**src/rtl/lrs_pkg.sv**
```systemverilog
// Shared types and constants for the labelled region statistics unit.
`default_nettype none
package lrs_pkg;

  typedef struct packed {
    logic signed [15:0] density;
    logic [15:0]        spatial_label;
    logic [15:0]        region_label;
    logic [11:0]        column;
    logic [11:0]        row;
    logic [11:0]        layer;
    logic               last_voxel;
  } voxel_t;

  typedef struct packed {
    logic signed [15:0] min_density;
    logic signed [15:0] max_density;
    logic [24:0]        voxel_count;
    logic signed [23:0] density_mean;
    logic [23:0]        density_stddev;
    logic [19:0]        x_mean;
    logic [19:0]        y_mean;
    logic [18:0]        x_stddev;
    logic [18:0]        y_stddev;
    logic               empty_res;
  } result_t;

  // classified voxel, as held in the queue between front and back
  typedef struct packed {
    logic               hit;
    logic signed [15:0] density;
    logic [11:0]        column;
    logic [11:0]        row;
    logic [30:0]        dens_sq;
    logic [23:0]        col_sq;
    logic [23:0]        row_sq;
    logic               last;
  } entry_t;

  typedef struct packed {
    logic [15:0]        target;
    logic               use_spatial;
    logic [11:0]        layer_sel;
    logic signed [15:0] init_min;
    logic signed [15:0] init_max;
  } cfg_t;

  // accumulator contents handed over at the end of a scan
  typedef struct packed {
    logic signed [15:0] run_min;
    logic signed [15:0] run_max;
    logic [24:0]        count;
    logic signed [39:0] dens_sum;
    logic [54:0]        dens_sq_sum;
    logic [35:0]        col_sum;
    logic [35:0]        row_sum;
    logic [47:0]        col_sq_sum;
    logic [47:0]        row_sq_sum;
  } snap_t;

  typedef enum logic [2:0] {
    REG_TARGET      = 3'd0,
    REG_USE_SPATIAL = 3'd1,
    REG_LAYER       = 3'd2,
    REG_INIT_MIN    = 3'd3,
    REG_INIT_MAX    = 3'd4
  } reg_idx_e;

  typedef enum logic [3:0] {
    FIN_IDLE,
    FIN_PREP,
    FIN_NQ,
    FIN_SS,
    FIN_NN,
    FIN_VAR,
    FIN_ROOT,
    FIN_MEAN,
    FIN_OUT
  } fin_state_e;

  typedef enum logic [1:0] {
    STAT_DENS = 2'd0,
    STAT_COL  = 2'd1,
    STAT_ROW  = 2'd2
  } stat_e;

  localparam logic signed [15:0] INIT_MIN_RST = 16'sh7FFF;
  localparam logic signed [15:0] INIT_MAX_RST = 16'sh8000;

  localparam logic [6:0] MUL_STEPS  = 7'd39;
  localparam logic [6:0] DIV_STEPS  = 7'd95;
  localparam logic [6:0] ROOT_STEPS = 7'd31;

endpackage
`default_nettype wire

```
**src/rtl/lrs_stream_if.sv**
```systemverilog
// Valid/ready stream channel carrying one payload.
`default_nettype none
interface lrs_stream_if #(
  parameter type T = logic
);
  logic valid;
  logic ready;
  T     data;

  modport source (output valid, output data, input ready);
  modport sink   (input valid, input data, output ready);
endinterface
`default_nettype wire

```
**src/rtl/lrs_finish.sv**
```systemverilog
// Back end, second half: shift-add multiplier, restoring divider, bitwise root.
`default_nettype none
module lrs_finish (
  input  logic           clk_i,
  input  logic           rst_ni,
  input  logic           start_i,
  input  lrs_pkg::snap_t snap_i,
  output logic           ready_o,
  lrs_stream_if.source   res_o
);

  lrs_pkg::fin_state_e state_q, state_d;
  lrs_pkg::snap_t      snap_q;
  lrs_pkg::result_t    res_q;
  lrs_pkg::stat_e      k_q;
  logic [6:0]          cnt_q;
  logic [95:0]         mul_a_q, mul_acc_q, p1_q, div_num_q;
  logic [39:0]         mul_b_q;
  logic [49:0]         div_rem_q, div_den_q;
  logic [63:0]         sq_x_q, sq_res_q, sq_one_q;

  logic        last_step, dens_neg, div_ge, sq_ge;
  logic [39:0] dens_mag, cur_mag;
  logic [54:0] cur_sq;
  logic [95:0] mul_acc_nx, var_diff, div_num_nx, quo_neg;
  logic [50:0] div_trial, div_sub;
  logic [49:0] div_rem_nx;
  logic [63:0] sq_t, sq_res_nx;
  logic [47:0] mean_num;

  assign last_step = (cnt_q == 7'd0);
  assign dens_neg  = snap_q.dens_sum[39];
  assign dens_mag  = dens_neg ? 40'(-snap_q.dens_sum) : 40'(snap_q.dens_sum);

  always_comb begin
    case (k_q)
      lrs_pkg::STAT_DENS: begin
        cur_mag = dens_mag;
        cur_sq  = snap_q.dens_sq_sum;
      end
      lrs_pkg::STAT_COL: begin
        cur_mag = 40'(snap_q.col_sum);
        cur_sq  = 55'(snap_q.col_sq_sum);
      end
      default: begin
        cur_mag = 40'(snap_q.row_sum);
        cur_sq  = 55'(snap_q.row_sq_sum);
      end
    endcase
  end

  assign mul_acc_nx = mul_acc_q + (mul_b_q[0] ? mul_a_q : 96'd0);
  assign var_diff   = (p1_q >= mul_acc_nx) ? p1_q - mul_acc_nx : 96'd0;

  assign div_trial  = {div_rem_q, div_num_q[95]};
  assign div_sub    = div_trial - {1'b0, div_den_q};
  assign div_ge     = (div_trial >= {1'b0, div_den_q});
  assign div_rem_nx = div_ge ? div_sub[49:0] : div_trial[49:0];
  assign div_num_nx = {div_num_q[94:0], div_ge};
  assign quo_neg    = 96'd0 - div_num_nx;

  assign sq_t      = sq_res_q + sq_one_q;
  assign sq_ge     = (sq_x_q >= sq_t);
  assign sq_res_nx = sq_ge ? (sq_res_q >> 1) + sq_one_q : sq_res_q >> 1;

  // mean rounds to nearest, ties away from zero
  assign mean_num = {cur_mag, 8'b0} + 48'(snap_q.count >> 1);

  assign ready_o    = (state_q == lrs_pkg::FIN_IDLE);
  assign res_o.valid = (state_q == lrs_pkg::FIN_OUT);
  assign res_o.data  = res_q;

  always_comb begin
    state_d = state_q;
    case (state_q)
      lrs_pkg::FIN_IDLE:
        if (start_i) state_d = (snap_i.count == 25'd0) ? lrs_pkg::FIN_OUT : lrs_pkg::FIN_PREP;
      lrs_pkg::FIN_PREP: state_d = lrs_pkg::FIN_NQ;
      lrs_pkg::FIN_NQ:   if (last_step) state_d = lrs_pkg::FIN_SS;
      lrs_pkg::FIN_SS:   if (last_step) state_d = lrs_pkg::FIN_NN;
      lrs_pkg::FIN_NN:   if (last_step) state_d = lrs_pkg::FIN_VAR;
      lrs_pkg::FIN_VAR:  if (last_step) state_d = lrs_pkg::FIN_ROOT;
      lrs_pkg::FIN_ROOT: if (last_step) state_d = lrs_pkg::FIN_MEAN;
      lrs_pkg::FIN_MEAN:
        if (last_step) begin
          state_d = (k_q == lrs_pkg::STAT_ROW) ? lrs_pkg::FIN_OUT : lrs_pkg::FIN_PREP;
        end
      lrs_pkg::FIN_OUT:  if (res_o.ready) state_d = lrs_pkg::FIN_IDLE;
      default:           state_d = lrs_pkg::FIN_IDLE;
    endcase
  end

  always_ff @(posedge clk_i or negedge rst_ni) begin
    if (!rst_ni) begin
      state_q <= lrs_pkg::FIN_IDLE;
    end else begin
      state_q <= state_d;
    end
  end

  always_ff @(posedge clk_i) begin
    case (state_q)
      lrs_pkg::FIN_IDLE: begin
        if (start_i) begin
          snap_q               <= snap_i;
          k_q                  <= lrs_pkg::STAT_DENS;
          res_q                <= '0;
          res_q.min_density    <= snap_i.run_min;
          res_q.max_density    <= snap_i.run_max;
          res_q.voxel_count    <= snap_i.count;
          res_q.empty_res      <= (snap_i.count == 25'd0);
        end
      end
      lrs_pkg::FIN_PREP: begin
        mul_a_q   <= 96'(cur_sq);
        mul_b_q   <= 40'(snap_q.count);
        mul_acc_q <= 96'd0;
        cnt_q     <= lrs_pkg::MUL_STEPS;
      end
      lrs_pkg::FIN_NQ, lrs_pkg::FIN_SS, lrs_pkg::FIN_NN: begin
        mul_acc_q <= mul_acc_nx;
        mul_a_q   <= mul_a_q << 1;
        mul_b_q   <= mul_b_q >> 1;
        cnt_q     <= cnt_q - 7'd1;
        if (last_step) begin
          mul_acc_q <= 96'd0;
          cnt_q     <= lrs_pkg::MUL_STEPS;
          if (state_q == lrs_pkg::FIN_NQ) begin
            p1_q    <= mul_acc_nx;
            mul_a_q <= 96'(cur_mag);
            mul_b_q <= cur_mag;
          end else if (state_q == lrs_pkg::FIN_SS) begin
            div_num_q <= {var_diff[79:0], 16'b0};
            mul_a_q   <= 96'(snap_q.count);
            mul_b_q   <= 40'(snap_q.count);
          end else begin
            div_den_q <= mul_acc_nx[49:0];
            div_rem_q <= 50'd0;
            cnt_q     <= lrs_pkg::DIV_STEPS;
          end
        end
      end
      lrs_pkg::FIN_VAR, lrs_pkg::FIN_MEAN: begin
        div_rem_q <= div_rem_nx;
        div_num_q <= div_num_nx;
        cnt_q     <= cnt_q - 7'd1;
        if (last_step) begin
          if (state_q == lrs_pkg::FIN_VAR) begin
            sq_x_q   <= div_num_nx[63:0];
            sq_res_q <= 64'd0;
            sq_one_q <= 64'h4000_0000_0000_0000;
            cnt_q    <= lrs_pkg::ROOT_STEPS;
          end else begin
            case (k_q)
              lrs_pkg::STAT_DENS: begin
                res_q.density_mean <= dens_neg ? quo_neg[23:0] : div_num_nx[23:0];
                k_q                <= lrs_pkg::STAT_COL;
              end
              lrs_pkg::STAT_COL: begin
                res_q.x_mean <= div_num_nx[19:0];
                k_q          <= lrs_pkg::STAT_ROW;
              end
              default: res_q.y_mean <= div_num_nx[19:0];
            endcase
          end
        end
      end
      lrs_pkg::FIN_ROOT: begin
        if (sq_ge) sq_x_q <= sq_x_q - sq_t;
        sq_res_q <= sq_res_nx;
        sq_one_q <= sq_one_q >> 2;
        cnt_q    <= cnt_q - 7'd1;
        if (last_step) begin
          case (k_q)
            lrs_pkg::STAT_DENS: res_q.density_stddev <= sq_res_nx[23:0];
            lrs_pkg::STAT_COL:  res_q.x_stddev       <= sq_res_nx[18:0];
            default:            res_q.y_stddev       <= sq_res_nx[18:0];
          endcase
          div_num_q <= {48'd0, mean_num};
          div_den_q <= 50'(snap_q.count);
          div_rem_q <= 50'd0;
          cnt_q     <= lrs_pkg::DIV_STEPS;
        end
      end
      default: begin
      end
    endcase
  end

endmodule
`default_nettype wire

```
**src/flat_wrapper.sv**
```systemverilog
// flat-port wrapper written by rule: the top's interface ports become plain ports
module lrs_finish_flat 
  (clk_i, rst_ni, start_i, snap_i, ready_o, res_o_valid, res_o_data, res_o_ready);
  lrs_stream_if res_o_i ();
  input  logic clk_i;
  input  logic rst_ni;
  input  logic start_i;
  input  lrs_pkg::snap_t snap_i;
  output logic ready_o;
  output wire logic [$bits(res_o_i.valid)-1:0] res_o_valid;
  output wire logic [$bits(res_o_i.data)-1:0] res_o_data;
  input wire logic [$bits(res_o_i.ready)-1:0] res_o_ready;
  assign res_o_valid = res_o_i.valid;
  assign res_o_data = res_o_i.data;
  assign res_o_i.ready = res_o_ready;
  lrs_finish u_core (.clk_i(clk_i), .rst_ni(rst_ni), .start_i(start_i), .snap_i(snap_i), .ready_o(ready_o), .res_o(res_o_i));
endmodule
```
**config.mk**
```make
export PLATFORM = sky130hd
export DESIGN_NAME = lrs_finish_flat
export DESIGN_NICKNAME = d
export VERILOG_FILES = /design/src/rtl/lrs_pkg.sv /design/src/rtl/lrs_stream_if.sv /design/src/rtl/lrs_finish.sv /design/src/flat_wrapper.sv
export SDC_FILE = /design/constraint.sdc
export NUM_CORES = 1
export LEC_CHECK = 0
export ABC_CLOCK_PERIOD_IN_PS = 1900
export BUFFER_PORTS_ARGS = -buffer_cell sky130_fd_sc_hd__buf_2
export CORE_AREA = 2 2 127 129
export CTS_BUF_LIST = sky130_fd_sc_hd__clkbuf_4
export DETAILED_ROUTE_END_ITERATION = 8
export DIE_AREA = 0 0 129 131
export GPL_TIMING_DRIVEN = 0
export MAX_ROUTING_LAYER = met4
export PLACE_DENSITY_LB_ADDON = 0.25
export SYNTH_ARGS = -nofsm -noshare
export SYNTH_HDL_FRONTEND = slang
export SYNTH_SLANG_ARGS = --single-unit
```
**constraint.sdc**
```tcl
create_clock -name clk_i -period 1.9 [get_ports clk_i]
set_input_delay 0.19 -clock clk_i [delete_from_list [all_inputs] [get_ports clk_i]]
set_output_delay 0.19 -clock clk_i [all_outputs]
set_load 0.01 [all_outputs]
```
After elaboration in Yosys (flattened, before gate mapping):

Index checks and enable logic that the tools add are counted.

* add/sub/neg operators: 1
* equal/unequal tests: 21
* multiplexer cells: 23
* reductions and logical operators: 11

Operators with widths (number)
* 7-bit 2-to-1 mux: 6
* 4-bit 2-to-1 mux: 10
* 4-bit case mux with 9 select lines: 1
* 7-bit case mux with 4 select lines: 1
* 25-bit zero test: 1
* 4-bit by 3-bit equality test with 1-bit output (second input constant): 4
* 2-bit by 1-bit inequality test with 1-bit output (second input constant): 8
* 4-bit by 2-bit equality test with 1-bit output (second input constant): 2
* 2-bit case mux with 2 select lines: 2
* 8-bit AND reduction: 1
* 7-bit zero test: 1
* 7-bit by 1-bit subtractor with 7-bit output (second input constant): 1
* 2-bit 2-to-1 mux: 3
* 5-bit AND reduction: 1
* 4-bit by 1-bit equality test with 1-bit output (second input constant): 1
* 4-bit equality test (second input constant): 1
* 4-bit zero test: 1
* 2-bit inequality test (second input constant): 2
* 4-bit nonzero test: 1
* 3-bit by 1-bit inequality test with 1-bit output (second input constant): 1
* 3-bit OR reduction: 1
* 2-bit by 1-bit equality test with 1-bit output (second input constant): 1
* 2-bit equality test (second input constant): 1
* 2-bit zero test: 1
* other kinds (3): 3

* register bits after elaboration: 14
* output and inout bits: 3
* logic and storage cells: 60

Longest topological paths before layout:

* depth after elaboration: 5
* gate-level depth with buffers: 7
* mapped depth without buffers: 7

Worst setup path before layout:

No wires, ideal clock.

* path type: reg-to-reg
* start: register u_core.cnt_q[0]
* end: register u_core.k_q[0] (enable)
* library setup time: 305 ps
* arrival time: 1575 ps
* slack: 20 ps
* stages on the path, launching flop included: 8
* buffers on the path: 0
* period minus slack after synthesis: 1880 ps
* cell sequence: edfxtp_1 inv_1 ha_1 nand2b_4 and3b_4 nand2_2 or3_1 a21oi_2

* longest elaborated chain between the ends: 3

RTL lines
* from (decl): line lrs_finish.sv:16 `logic [6:0] cnt_q;`
* from (signal assigned): line lrs_finish.sv:118 `cnt_q <= lrs_pkg::MUL_STEPS;`
* from (signal assigned): line lrs_finish.sv:124 `cnt_q <= cnt_q - 7'd1;`
* from (signal assigned): line lrs_finish.sv:127 `cnt_q <= lrs_pkg::MUL_STEPS;`
* 7-bit zero test: line lrs_finish.sv:31 `assign last_step = (cnt_q == 7'd0);`
* 2-bit by 1-bit inequality test with 1-bit output (no line)
* 5-bit AND reduction (no line)
* to (signal assigned): line lrs_finish.sv:106 `k_q <= lrs_pkg::STAT_DENS;`
* to (signal assigned): line lrs_finish.sv:157 `k_q <= lrs_pkg::STAT_COL;`
* to (signal assigned): line lrs_finish.sv:161 `k_q <= lrs_pkg::STAT_ROW;`
* to (decl): line lrs_finish.sv:15 `lrs_pkg::stat_e k_q;`

Every way passes these cells.
A chain may end at the register's enable or synchronous reset.

Final worst setup path:

* start: register u_core.cnt_q[0]
* end: register u_core.k_q[1] (enable)

Same word-level chain as after synthesis.

==> results.ini <==
[floorplan]
pin_count=327
start_util_pct=6.105
die_h_um=131
core_area_um2=15600
die_area_um2=16900
std_cell_rows=46
fp.dieW_um=129

[timing]
hold_viol=0
fin_crit_ns=1.872
setup_violations=0
finClkSkew_ns=0.008234
worstMarginPinSlew_ns=0.6527
fmax_mhz=534.1
period_share_pct=98.54
finalSetupTns_ns=0
maxSlewViolCount=0
rsz0062_at_grt=yes
slew_headroom_pct=56.33
whs_ns=0.1950

[logic_synthesis]
syn-num-nets=428
synth_warnings=0
syn-instance-count=102
synth-edff-count=10
ys_types=38
ys_ff_latch=14
synth_area_um2=952.2
syn_area_per_cell_um2=9.335
ys_seq_area_share_pct=42.05
synthArstFlopShare_pct=28.57
synth_largest_area_cell=edfxtp_1
synth_area_leaders=edfxtp_1, dfrtp_1, a21oi_1
yosys.area.top_type_share_pct=31.54
synthFlopType=edfxtp_1

[clocking]
clock_latency_ns=0.28
cts_buffers=3
cts_max_level=1
cts_sinks=14
path_clk_slew_ns=0.10
cts_root_buf=clkbuf_4
cts_buffer_depth=2
cts_tree=yes

[critical_path]
startpoint_type=flop
path_cells=inv_2 > ha_4 > nand2b_4 > and3b_4 > nand2_2 > or3_4 > a21oi_4
cpPeakStageDelay_ns=0.43
end_kind=flop
critPathBufInv=1
cpMaxStageDelayCell=edfxtp_1
critPathRequiredTime_ns=1.89
arrival_ns=1.87
path_delay_family=simple AND/OR/NAND/NOR gates
path_class=flop to flop
cp_max_fo=3

[placed_design]
place_area_um2=1378
numPortBuffers=31
post-place-cells=349
gp_congestion=0.7127
dp_hpwl_um=2099

[grt]
grt_max_degree=11
grt_pass1_vias=907
grt-ovfl-total=0
grt_pass1_wl_um=4278
antenna_found_initial=2
grt_usage_pct=3.319

[drt]
drt_first_pass_iters=4
antenna_left=0
drc=0
drt_iter0_drc=14
wl_per_cell_um=7.449
num_vias=889
viasPerCell=2.463
wirelength_um=2689

[power]
p_leak_nw=0.5083
seqPwrFrac_pct=36.8
peakVddDrop_mv=0.1732
switchingPower_mw=0.5292
combPwrFrac_pct=48.6
power.share.switching_pct=38.30
p_int_mw=0.8524
powerDensity_nw_per_um2=925.6
clkPwrFrac_pct=14.6

[cells_and_area]
stdcell_area_um2=1493
fin_nets=470
final_core_util_pct=9.570
areaGrowthSynthToFinish_pct=56.77
finalNonFillerCells=361
drive_gt1_share_pct=42.66

[outcome]
status=finished, final reports clean

[flow_run]
cap_violations=0

[worst_hold_path]
hold_path_class=input pin to flop

## cell type report
cell class	instances	area, um2
timing repair buffer	37	202.7
inverter	4	15.01
fill	1814	14100
buffer	4	26.28
sequential	14	400.4
antenna	2	5.005
tap	216	270.3
clock buffer	4	30.03
multi-input combinational	80	543.0
## synthesized netlist by cell type, types with 2 or more instances
cell type   n
a21oi_1     9
and2_1      3
buf_2       2
dfrtp_1     4
edfxtp_1   10
ha_1        2
inv_1       4
nand2_1    10
nand2b_1    2
nand3_1     2
nand3b_1    2
nor2_1      8
nor2_2      2
nor2b_1     2
nor3_1      3
nor4_1      7
o21ai_0     2
o21ai_1     2
o31ai_1     3
or2_2       2
or3_1       2
xnor2_1     3
## layout by cell type, fill, tap and decap left out, types with 4 or more instances in the layout
cell      instances
edfxtp_1         10
nor4_1            6
buf_4             5
nor2_1            8
clkbuf_4          4
a21oi_1           9
nand2_1          10
dfrtp_1           4
buf_2            33
## tightest hold or removal path, stage by stage
cell and delay [ns]:
buf_2 0.08, nor2b_1 0.04, nand2_1 0.06, o31ai_1 0.06
## per-layer routing
metal / up-vias / track usage, % / part of all wire, %
li1: 453 / - / -
met1: 400 / 3.716 / 46
met2: 34 / 5.571 / 46
met3: 2 / 0.3664 / 5.9
met4: 0 / 2.302 / 2.3
met5: - / - / 0
## logic make-up (layout without fill, tap and decap cells)
| kind of cell | Yosys count | count (layout) | share of synthesized area (%) |
|---|---|---|---|
| fa+ha+maj | 2 | 2 | 2.628 |
| flops | 14 | 14 | 42.05 |
| mux | 2 | 2 | 2.234 |
| simple gates | 51 | 51 | 30.35 |
| buf+inv | 8 | 49 | 4.204 |
| xor+xnor | 4 | 4 | 3.680 |
| compound gates | 21 | 21 | 14.85 |
| other cells | 0 | 2 | 0 |
## metrics by stage
step	power, mW	setup WS, ns
floorplan	0.9214	0.02016
global placement	1.088	-0.1078
detailed placement	1.086	-0.1247
CTS	1.373	0.01076
global route	1.492	-0.02845
finish	1.382	0.02767
## power by group through the flow
stage          clock network (mW)  logic (mW)  registers [mW]
6_report                    0.202       0.671           0.509
5_1_grt                     0.223       0.750           0.519
4_1_cts                     0.211       0.652           0.509
3_5_place_dp                    0       0.566           0.520
3_3_place_gp                    0       0.567           0.521
2_1_floorplan                   0       0.416           0.506
## registers in the layout, summed over array words and instances, names as in the netlist
name               count
u_core.state_q         4
u_core.cnt_q           7
u_core.k_q             2
u_core.res_o.data      1
## final timing paths
check / from / slack [ns] / depth (start not counted) / end
worst max-delay path: u_core.cnt_q[0] / 0.03 / 7 / u_core.k_q[1]
worst min-delay path: res_o_ready / 0.19 / 4 / u_core.state_q[3]
worst max register to register: u_core.cnt_q[0] / 0.03 / 7 / u_core.k_q[1]
worst min register to register: u_core.k_q[1] / 0.61 / 1 / u_core.k_q[1]
max in group asynchronous: rst_ni / 1.53 / 2 / u_core.state_q[3]
min in group asynchronous: rst_ni / 0.26 / 2 / u_core.state_q[2]
## repair_timing
action	in CTS	in global routing
setup buffers	4	1
setup endpoints to repair	3	2
hold buffers	1	0
pin swaps	2	2
resized for setup	5	4
endpoints found under the hold margin	4	0
(Power assumes the default switching activity.)
