--- src/rtl/lrs_pkg.sv ---
// Shared types and constants for the labelled region statistics unit.
`default_nettype none
package lrs_pkg;

  typedef struct packed {
    logic signed [15:0] density;
    logic [15:0]        spatial_label;
    logic [15:0]        region_label;
    logic [11:0]        column;
    logic [11:0]        row;
    logic [11:0]        layer;
    logic               last_voxel;
  } voxel_t;

  typedef struct packed {
    logic signed [15:0] min_density;
    logic signed [15:0] max_density;
    logic [24:0]        voxel_count;
    logic signed [23:0] density_mean;
    logic [23:0]        density_stddev;
    logic [19:0]        x_mean;
    logic [19:0]        y_mean;
    logic [18:0]        x_stddev;
    logic [18:0]        y_stddev;
    logic               empty_res;
  } result_t;

  // classified voxel, as held in the queue between front and back
  typedef struct packed {
    logic               hit;
    logic signed [15:0] density;
    logic [11:0]        column;
    logic [11:0]        row;
    logic [30:0]        dens_sq;
    logic [23:0]        col_sq;
    logic [23:0]        row_sq;
    logic               last;
  } entry_t;

  typedef struct packed {
    logic [15:0]        target;
    logic               use_spatial;
    logic [11:0]        layer_sel;
    logic signed [15:0] init_min;
    logic signed [15:0] init_max;
  } cfg_t;

  // accumulator contents handed over at the end of a scan
  typedef struct packed {
    logic signed [15:0] run_min;
    logic signed [15:0] run_max;
    logic [24:0]        count;
    logic signed [39:0] dens_sum;
    logic [54:0]        dens_sq_sum;
    logic [35:0]        col_sum;
    logic [35:0]        row_sum;
    logic [47:0]        col_sq_sum;
    logic [47:0]        row_sq_sum;
  } snap_t;

  typedef enum logic [2:0] {
    REG_TARGET      = 3'd0,
    REG_USE_SPATIAL = 3'd1,
    REG_LAYER       = 3'd2,
    REG_INIT_MIN    = 3'd3,
    REG_INIT_MAX    = 3'd4
  } reg_idx_e;

  typedef enum logic [3:0] {
    FIN_IDLE,
    FIN_PREP,
    FIN_NQ,
    FIN_SS,
    FIN_NN,
    FIN_VAR,
    FIN_ROOT,
    FIN_MEAN,
    FIN_OUT
  } fin_state_e;

  typedef enum logic [1:0] {
    STAT_DENS = 2'd0,
    STAT_COL  = 2'd1,
    STAT_ROW  = 2'd2
  } stat_e;

  localparam logic signed [15:0] INIT_MIN_RST = 16'sh7FFF;
  localparam logic signed [15:0] INIT_MAX_RST = 16'sh8000;

  localparam logic [6:0] MUL_STEPS  = 7'd39;
  localparam logic [6:0] DIV_STEPS  = 7'd95;
  localparam logic [6:0] ROOT_STEPS = 7'd31;

endpackage
`default_nettype wire

--- src/rtl/lrs_accum.sv ---
// Back end, first half: running min, max, count and moment sums.
`default_nettype none
module lrs_accum #(
  parameter int MAX_WIDTH  = 4096,
  parameter int MAX_HEIGHT = 4096
) (
  input  logic            clk_i,
  input  logic            rst_ni,
  input  lrs_pkg::cfg_t   cfg_i,
  input  logic            init_min_wr_i,
  input  logic            init_max_wr_i,
  input  logic [15:0]     cfg_wdata_i,
  input  logic            q_empty_i,
  input  lrs_pkg::entry_t entry_i,
  output logic            pop_o,
  input  logic            fin_ready_i,
  output logic            start_o,
  output lrs_pkg::snap_t  snap_o
);

  localparam logic [24:0] CountLimit = 25'(MAX_WIDTH * MAX_HEIGHT);

  lrs_pkg::snap_t acc_q;
  logic           hit;

  // a scan end waits until the finisher is free
  assign pop_o   = !q_empty_i && (!entry_i.last || fin_ready_i);
  assign start_o = pop_o && entry_i.last;
  assign hit     = entry_i.hit && (acc_q.count < CountLimit);

  always_comb begin
    snap_o = acc_q;
    if (hit) begin
      if (entry_i.density < acc_q.run_min) snap_o.run_min = entry_i.density;
      if (entry_i.density > acc_q.run_max) snap_o.run_max = entry_i.density;
      snap_o.count       = acc_q.count + 25'd1;
      snap_o.dens_sum    = acc_q.dens_sum + {{24{entry_i.density[15]}}, entry_i.density};
      snap_o.dens_sq_sum = acc_q.dens_sq_sum + 55'(entry_i.dens_sq);
      snap_o.col_sum     = acc_q.col_sum + 36'(entry_i.column);
      snap_o.row_sum     = acc_q.row_sum + 36'(entry_i.row);
      snap_o.col_sq_sum  = acc_q.col_sq_sum + 48'(entry_i.col_sq);
      snap_o.row_sq_sum  = acc_q.row_sq_sum + 48'(entry_i.row_sq);
    end
  end

  always_ff @(posedge clk_i or negedge rst_ni) begin
    if (!rst_ni) begin
      acc_q         <= '0;
      acc_q.run_min <= lrs_pkg::INIT_MIN_RST;
      acc_q.run_max <= lrs_pkg::INIT_MAX_RST;
    end else if (pop_o) begin
      if (entry_i.last) begin
        acc_q         <= '0;
        acc_q.run_min <= cfg_i.init_min;
        acc_q.run_max <= cfg_i.init_max;
      end else begin
        acc_q <= snap_o;
      end
    end else if (acc_q.count == 25'd0) begin
      if (init_min_wr_i) acc_q.run_min <= cfg_wdata_i;
      if (init_max_wr_i) acc_q.run_max <= cfg_wdata_i;
    end
  end

endmodule
`default_nettype wire

--- config.mk ---
export PLATFORM = sky130hd
export DESIGN_NAME = lrs_accum
export DESIGN_NICKNAME = d
export VERILOG_FILES = /design/src/rtl/lrs_pkg.sv /design/src/rtl/lrs_accum.sv
export SDC_FILE = /design/constraint.sdc
export NUM_CORES = 1
export LEC_CHECK = 0
export BUFFER_PORTS_ARGS = -buffer_cell sky130_fd_sc_hd__buf_4
export CORE_MARGIN = 3
export CORE_UTILIZATION = 27
export CTS_BUF_LIST = sky130_fd_sc_hd__clkbuf_8
export DETAILED_ROUTE_END_ITERATION = 16
export HOLD_SLACK_MARGIN = 0.06
export PLACE_DENSITY = 0.43
export SLEW_MARGIN = 20
export SYNTH_ARGS = -nofsm -noshare
export SYNTH_HDL_FRONTEND = slang
export SYNTH_SLANG_ARGS = --single-unit
--- constraint.sdc ---
create_clock -name clk_i -period 6.7 [get_ports clk_i]
set_input_delay 0.335 -clock clk_i [delete_from_list [all_inputs] [get_ports clk_i]]
set_output_delay 0.335 -clock clk_i [all_outputs]
set_load 0.02 [all_outputs]
* Word-level counts from Yosys, hierarchy flattened
Index checks and enable logic that the tools add are counted.
** Storage, ports and cells
- Output and inout port bits :: 322
- Input bits :: 204
- Logic and storage cells :: 39
- Flip-flop bits (word level) :: 320
** Operators by class
- Mux-type cells :: 8
- $lt $le $gt $ge :: 3
- Reduce and logical (&&, ||, !) cells :: 12
- Add/sub/neg operators :: 7
** Operator list (count)
- $mux 320 :: 2
- $add 48x24->48 :: 2
- $add 36x12->36 :: 2
- $mux 16 :: 4
- $mux 32 :: 2
- $add 55x31->55 :: 1
- $add 40x40->40 :: 1
- $add 25x1->25 const B :: 1
- $logic_not 25->1 :: 1
- $lt 25x25->1 const B :: 1
- $gt 16x16->1 :: 1
- $lt 16x16->1 :: 1
- $reduce_bool 2->1 :: 3
- $reduce_and 2->1 :: 2
- $logic_and 1x1->1 :: 3
- $logic_not 1->1 :: 2
- $logic_or 1x1->1 :: 1

* Depth between registers and ports, before layout
Gate-level depths: netlist of run 1.
- Depth after elaboration :: 5
- Gate-level depth with buffers :: 13

* Worst setup path before layout of run 1
OpenSTA, ideal clock, no wires.
- Path kind :: register to output
- Start :: register acc_q[168] in the netlist's numbering
- End :: output port snap_o[196] in the netlist's numbering
- Required time :: 6.365 ns
- Arrival time :: 3.062 ns
- Stages on the path, launching flop included :: 12
- Slack :: 3.303 ns
- Cells stage by stage :: dfrtp_1 -> ha_1 -> fa_1 -> a21o_1 -> a21oi_1 -> o211a_1 -> o22ai_1 -> a311oi_1 -> o21ai_0 -> a221oi_1 -> xor2_1 -> o21ai_0
** RTL lines
- start, declared :: line lrs_accum.sv:23 : lrs_pkg::snap_t acc_q;
- start signal, assigned :: line lrs_accum.sv:57 : acc_q <= snap_o;
- end, declared :: line lrs_accum.sv:18 : output lrs_pkg::snap_t snap_o

==> results.md, run 1 <==
* Max reg flops at 320
* Core Area at 95720 sq um
* Slowest stage delay, CP at 0.84 ns
* Cell mode on critical path: o21ai_0
* CP endpoint kind: output port
* Vias at around 26000
* Top cells by area, synth: dfrtp_1, ha_1, o21ai_0
* Skew-Pair Late Insertion Delay at around 0.70 ns
* Leading cell type in the layout, fill and taps excluded: buf_4
* Status: finished clean
* Crit path required time at about 6.4 ns
* Hold Fails Final Rpt at 0
* Kind of critical path: flop to output port
* Post-synthesis sequential area ratio at 0.3056
* DIE AREA at between 100000 and 150000 sq um
* Top cell type's share of synthesized area at 0.2896
* CTS tree: done
* Sink Count at 320
* Total gr overflow at 0
* Slew margin rel. at 0.3144
* Simple-gate area share of the yosys netlist at 0.1843
* Post-CTS sizing at 0
* CP Cell Sequence: ha_1, inv_1, fa_1, nor2b_1, o21a_1, o21ai_0, a21oi_1, o21ai_0, nor3_1, nand2_1, xnor2_1, buf_4
* RSZ-0062 raised after global routing: false
* Net Count, Synth at 3631
* Worst path arrival time at 4.41 ns
* Floorplan row count at between 100 and 150
* GP Congestion at 0.8362
* Least-Margin Pin Slew at 1.021 ns
* Die X at 317.9 microns
* Top-level I/O count at 526
* Final setup violation count at 0
* FF+latch area at 8028 sq um
* Pin count of the biggest net entering global routing at 131
* WL per Instance at 21.09 microns
* Layout cell share with drive strength beyond 1 at 0.1882
* Routed WL at 106400 microns
* Asr flop ratio synth at 1.000
* HP Class: input pin to flop
* CTS clk-pin slew, worst paths at 0.05 ns
* PortBufs at 496
* Distinct cell type count after synthesis at 90
* DR pass1 iterations at 7
* Critical Path Start Type: flop
* Initial Util at 0.2744
* Final setup TNS at 0 ns
* Initial antenna violation count at 6
* Mean Syn Cell Area at 8.092 sq um
* Clock buffer depth at 3
* Post-Synth XOR/XNOR Area at 0.08903
* Worst Path Max Fanout at 6
* Hold Buf Count CTS at 71
* DRC at 0
* TritonCTS Buffers at 75
* First-pass GRT wire length at ~160000 microns
* Tcrit/Tclk final at 0.7087
* Synth warn at 0
* Root buf cell: clkbuf_8
* Leading registers by flop count: acc_q: 320 flops
* Vias in the first global route at 25690
* Nets at roughly 4100
* Hpwl dp at 75680 microns
* Final Critical Period at around 4.7 ns
* Compound-gate portion of the synthesized area at 0.2596
* Power per cell area at 326.0 nW/um^2
* Post-synth EDFFs at 0
* Drt via density at 5.096
* Maximum operating frequency at 210.6 MHz
* Fraction of synthesized area in multiplexers at 0.02996
* Setup Fix Bufs, Post-CTS at 0
* MaxCap Viol Count at 0
* Final ANT Viol Nets at 0
* Largest family of logic cells by synthesized area: compound AO/OA/AOI/OAI gates
* Number of fill cells in the layout at 10170
* Multi-input logic area at 17160 sq um
* Pins Over Slew Limit at 0
* Syn Inst Count at 3246
* P_leak at 15.72 nW
* Number of synthesized register bits at 320
* Clk_skew at 0.03961 ns
* Clock H-tree levels at 3
* Largest area contributor in the netlist: dfrtp_1
* Vert. Die Dim at 317.9 microns
* Commonest non-fill, non-tap cells in the layout: buf_4, nand2_1, o21ai_0
* Final hold slack at 0.1912 ns
* DRT iter0 DRCs at between 1000 and 1500
* Worst vdd ir at 0.1502 mV
* CP max stage cell: nor3_1
* Cell Area, Synth at 26270 sq um
* Largest Register: acc_q
* Synthesis-to-layout area growth at 26.45%
* Main synth FF type: dfrtp_1
* Total track usage at 0.2043
* Post-synthesis adder-cell area fraction at 0.08793
==> layout make-up <==
cell class,count,share of cell area
timing repair buffer,593,0.1404
clock buffer,87,0.03605
antenna,7,0.0005274
multi-input combinational,2631,0.5168
tap,1265,0.04765
sequential,320,0.2417
clock inverter,40,0.005387
inverter,102,0.01156
==> kinds of logic after synthesis <==
group | Yosys count
xor gates and xnor gates | 267
DFF | 320
muxes | 75
buffers and inverters | 295
adders and majority gates | 181
AOI/OAI and AO/OA | 1048
and+or+nand+nor | 1060
==> synth_stat cells (7+ instances only) <==
library cell and number:
o21ai_0 395, a31oi_1 41, mux2_2 29, a311oi_1 7
or3_1 12, nor2_1 184, a221o_1 20, clkbuf_1 150
a211o_1 8, and4_1 15, nor4_1 24, o21bai_1 17
or2_2 11, a22o_1 78, and3_1 52, dfrtp_1 304
o21a_1 23, o31ai_1 37, a41oi_1 8, a222oi_1 16
inv_1 101, a211oi_1 16, dfstp_2 16, ha_1 175
nor2b_1 20, xnor2_1 165, nor3_1 41, nand3_1 74
xor2_1 102, buf_2 21, nand2b_1 12, o221ai_1 16
buf_1 18, mux2i_1 46, o211ai_1 9, and2_1 28
a21oi_1 160, nand4_1 48, a21o_1 88, nand2_1 517
o21ai_1 7, a22oi_1 19
==> critical path: cells and delay by family, from the launching register on <==
family	cells	cell delay, ns
compound gates	4	1.05
xor+xnor	1	0.28
fa+ha+maj	2	0.58
buf+inv	2	0.24
flops	1	0.38
simple gates	3	1.20
==> report_power, final <==
part	total (mW)	switching (mW)	internal, mW
registers	2.69	0.359	2.33
logic	5.91	3.56	2.36
clock network	2.23	1.05	1.17
total	10.8	4.97	5.86
==> path summary, 6_finish.rpt <==
kind	startpoint	endpoint	slack (ns)	cells after the start
max	acc_q[132]$_DFFE_PN0P_	snap_o[156]	1.95	12
max in group asynchronous	rst_ni	acc_q[250]$_DFFE_PN0P_	5.06	3
min reg2reg	acc_q[74]$_DFFE_PN0P_	acc_q[74]$_DFFE_PN0P_	0.49	1
max reg2reg	acc_q[287]$_DFFE_PN0P_	acc_q[288]$_DFFE_PN0P_	2.85	9
min	entry_i[90]	acc_q[106]$_DFFE_PN0P_	0.19	4
min in group asynchronous	rst_ni	acc_q[114]$_DFFE_PN0P_	0.25	2
==> layer usage <==
| layer | wire (microns) | share of wire | GRT usage | up-vias |
|---|---|---|---|---|
| met3 | 5812 | 0.055 | 0.04814 | 131 |
| met1 | 46480 | 0.44 | 0.2561 | 12260 |
| met2 | 51330 | 0.48 | 0.3490 | 573 |
| met4 | 2758 | 0.026 | 0.05740 | 0 |
| met5 | 0 | 0 | 0 | - |
| li1 | - | - | - | 12740 |
==> per-stage QoR <==
stage | instance area [sq um] | power, mW | utilization | setup slack [ns] | cells
2_1_floorplan | 26270 | 6.424 | - | 3.303 | 3246
5_1_grt | 33210 | 11.69 | 0.3469 | 1.574 | 5042
4_1_cts | 33200 | 11.04 | 0.3468 | 1.672 | 5038
3_3_place_gp | 31110 | 8.631 | 0.3250 | 2.016 | 4840
3_5_place_dp | 31110 | 8.617 | 0.3250 | 2.355 | 4840
6_report | 33210 | 10.83 | 0.3470 | 1.952 | 5045
(Power assumes the default switching activity.)
==> run 2: changes to the inputs <==
- ABC_AREA: default -> 1
- PLACE_DENSITY: 0.43 -> 0.44
- clock period: 6.7 -> 4.15 ns (I/O delays scaled with it)
==> results.md, run 2 <==
* Status: finished clean (unchanged)
* Net Count, Synth at 4905 (was 3631)
* P_leak at 18.92 nW (was 15.72 nW)
* Routed WL at 122700 microns (was 106400 microns)
* Final Critical Period at 3.773 ns
* CTS tree: done (unchanged)
* Worst vdd ir at 0.2469 mV (was 0.1502 mV)
* Total gr overflow at 0 (unchanged)
* Vert. Die Dim at 334.1 microns (was 317.9 microns)
* Count leader, synth: nand2_1 (unchanged)
* Setup Fix Bufs, Post-CTS at 0 (unchanged)
* Top cell type's share of synthesized area at 0.2618 (was 0.2896)
* RSZ-0062 raised after global routing: false (unchanged)
* DRT iter0 DRCs at 1601 (was 1333)
* TritonCTS Buffers at 73 (was 75)
* Floorplan row count at 119 (was 113)
* FF+latch area at 8028 sq um (unchanged)
* HP Class: input pin to flop (unchanged)
* Skew-Pair Late Insertion Delay at 0.70 ns (about the same)
* Hold Fails Final Rpt at 0 (unchanged)
* DRC at 0 (unchanged)
* Initial antenna violation count at 6 (unchanged)
* Syn Inst Count at 4520 (was 3246)
* Top-level I/O count at 526 (unchanged)
* MaxCap Viol Count at 0 (unchanged)
* Drt via density at 4.778 (was 5.096)
* Synthesis-to-layout area growth at 27.35% (was 26.45%)
* WL per Instance at 18.70 microns (was 21.09 microns)
* Net Sw Power at 5.938 mW (was 4.972 mW)
* Switching Share at 0.4280 (was 0.4592)
* Pins Over Slew Limit at 0 (unchanged)
* Vias at 31340 (was 25710)
* Final Instance Area at 37010 sq um (was 33210 sq um)
* Clk_skew at 0.04049 ns (was 0.03961 ns)
* Nets at 5494 (was 4108)
* Critical Path Start Type: flop (unchanged)
* CTS clk-pin slew, worst paths at 0.06 ns (was 0.05 ns)
* Commonest non-fill, non-tap cells in the layout: nand2_1, inv_1, buf_4 (was buf_4, nand2_1, o21ai_0)
* Layout cell share with drive strength beyond 1 at 0.1443 (was 0.1882)
* Largest Register: acc_q (unchanged)
* Slowest stage delay, CP at 0.40 ns (was 0.84 ns)
* CP endpoint kind: output port (unchanged)
* Initial Util at 0.2741 (was 0.2744)
* Cell mode on critical path: nand3_1 (was o21ai_0)
* Asr flop ratio synth at 1.000 (unchanged)
* GP Congestion at 0.9029 (was 0.8362)
* Post-place instance area at 34320 sq um (was 31110 sq um)
* R2R depth at 15 (was 9)
* Number of fill cells in the layout at 11730 (was 10170)
* Leading registers by flop count: acc_q: 320 flops (unchanged)
* DR pass1 iterations at 5 (was 7)
* Slew margin rel. at 0.3533 (was 0.3144)
* Commonest cells in the netlist: nand2_1, inv_1, nor2_1, dfrtp_1, nand3_1 (was nand2_1, o21ai_0, dfrtp_1, nor2_1, ha_1)
* Synth warn at 0 (unchanged)
* Post-synth EDFFs at 0 (unchanged)
* Gate power share at 0.449 (was 0.546)
* Top cells by area, synth: dfrtp_1, nand2_1, inv_1 (was dfrtp_1, ha_1, o21ai_0)
* Clock buffer depth at 3 (unchanged)
* PortBufs at 496 (unchanged)
* Die X at 334.1 microns (was 317.9 microns)
* Max reg flops at 320 (unchanged)
* Pin count of the biggest net entering global routing at 139 (was 131)
* Clock H-tree levels at 3 (unchanged)
* Tcrit/Tclk final at 0.9091
* Multi-input logic area at 18220 sq um (was 17160 sq um)
* First-pass GRT wire length at 187100 microns (was 161200 microns)
* Total track usage at 0.2148 (was 0.2043)
* Core Area at 106000 sq um (was 95720 sq um)
* Distinct cell type count after synthesis at 57 (was 90)
* Final setup violation count at 0 (unchanged)
* Worst path arrival time at 3.57 ns (was 4.41 ns)
* Main synth FF type: dfrtp_1 (unchanged)
* Vias in the first global route at 31470 (was 25690)
* Sequential power share at 0.267 (was 0.248)
* Leading cell type in the layout, fill and taps excluded: nand2_1 (was buf_4)
* Crit path required time at 3.94 ns (was 6.36 ns)
* Hpwl dp at 93340 microns (was 75680 microns)
* Mean Syn Cell Area at 6.430 sq um (was 8.092 sq um)
* Maximum operating frequency at 265.1 MHz
* Worst Path Max Fanout at 5 (was 6)
* CP Cell Sequence: ha_1, inv_1, fa_1, nand3b_1, nand2_1, nand2_1, nand2_1, nand3_1, nand3_1, nand3_1, inv_1, nand3_1, and2_1, buf_4 (was ha_1, inv_1, fa_1, nor2b_1, o21a_1, o21ai_0, a21oi_1, o21ai_0, nor3_1, nand2_1, xnor2_1, buf_4)
* Root buf cell: clkbuf_8 (unchanged)
* Final setup TNS at 0 ns (unchanged)
* Largest area contributor in the netlist: dfrtp_1 (unchanged)
* WHS Path Cells at 5 (was 4)
* Cell Area, Synth at 29060 sq um (was 26270 sq um)
* Final ANT Viol Nets at 0 (unchanged)
* Kind of critical path: flop to output port (unchanged)
* Number of synthesized register bits at 320 (unchanged)
* Sink Count at 320 (unchanged)
* Power per cell area at 374.9 nW/um^2 (was 326.0 nW/um^2)
* Clock power frac at 0.284 (was 0.206)
* CP max stage cell: fa_1 (was nor3_1)
* Least-Margin Pin Slew at 0.9700 ns (was 1.021 ns)
* Cell-internal power at 7.936 mW (was 5.856 mW)
* Post-synthesis sequential area ratio at 0.2762 (was 0.3056)
* DIE AREA at 111600 sq um (was 101100 sq um)
run 2: changes by cell type after synthesis, moves of 87 or more:
cell      change
clkbuf_1     -87
nand2_1     +839
inv_1       +500
nor2_1      +190
o21ai_0      -99
nand3_1     +227
xnor2_1     -122
run 2: logic make-up (layout without fill, tap and decap cells):
logic type | Yosys count | after routing | share of synthesized area
AOI/OAI and AO/OA | 750 | 750 | 0.1468
xor gates and xnor gates | 146 | 146 | 0.04426
adders and majority gates | 181 | 181 | 0.07948
buffers and inverters | 736 | 1379 | 0.09730
DFF | 320 | 320 | 0.2762
other | 0 | 5 | 0
and+or+nand+nor | 2387 | 2387 | 0.3559
run 2: metrics by stage:
step           utilization  instances  hold slack, ns  power (mW)  setup WS [ns]
5_1_grt             0.3490       6555          0.1194       14.89        0.02577
6_report            0.3491       6559          0.1013       13.87         0.3772
2_1_floorplan            -       4520        -0.08809       7.482          1.583
3_5_place_dp        0.3237       6309          0.3151       9.792          1.067
3_3_place_gp        0.3237       6309          0.3131       9.780          1.078
4_1_cts             0.3490       6554         0.06827       14.11         0.2433
run 2: worst max-delay path, delay by kind of cell, from the launching register on:
| family | cells | cell delay, ns |
|---|---|---|
| buffers and inverters | 3 | 0.39 |
| adders and majority gates | 2 | 0.66 |
| and+or+nand+nor | 9 | 1.45 |
| DFF | 1 | 0.36 |
run 2: cell type report:
| cell class | instances | area share |
|---|---|---|
| sequential | 320 | 0.2169 |
| inverter | 609 | 0.06204 |
| multi-input combinational | 3464 | 0.4922 |
| timing repair buffer | 641 | 0.1404 |
| clock buffer | 91 | 0.03384 |
| clock inverter | 38 | 0.007235 |
| antenna | 5 | 0.0003381 |
| tap | 1391 | 0.04703 |
run 2: worst paths after layout:
check | from | to | slack [ns]
min in group asynchronous | rst_ni | acc_q[300]$_DFFE_PN0P_ | 0.12
max in group asynchronous | rst_ni | acc_q[80]$_DFFE_PN0P_ | 2.95
worst max register to register | acc_q[303]$_DFFE_PN1P_ | acc_q[295]$_DFFE_PN0P_ | 0.48
worst min register to register | acc_q[303]$_DFFE_PN1P_ | acc_q[303]$_DFFE_PN1P_ | 0.50
worst min-delay path | entry_i[0] | acc_q[196]$_DFFE_PN0P_ | 0.10
worst max-delay path | acc_q[48]$_DFFE_PN0P_ | snap_o[92] | 0.38
run 2: what timing repair did:
| item | in CTS | in global routing |
|---|---|---|
| endpoints found under the hold margin | 136 | 0 |
| hold buffers | 116 | 0 |
| gates resized for setup | 0 | 1 |
| setup endpoints to repair | 0 | 1 |
run 2: routing by layer:
metal	global-route usage	wire length (microns)
met5	0	11
met2	0.3681	58140
met4	0.05507	3051
met1	0.2648	53330
met3	0.06061	8143
run 2: power groups by stage:
stage | combinational, mW | sequential (mW) | clock (mW)
4_1_cts | 6.28 | 3.70 | 4.12
3_3_place_gp | 6.03 | 3.75 | 0
6_report | 6.22 | 3.70 | 3.95
5_1_grt | 6.91 | 3.75 | 4.23
2_1_floorplan | 3.80 | 3.69 | 0
3_5_place_dp | 6.04 | 3.75 | 0
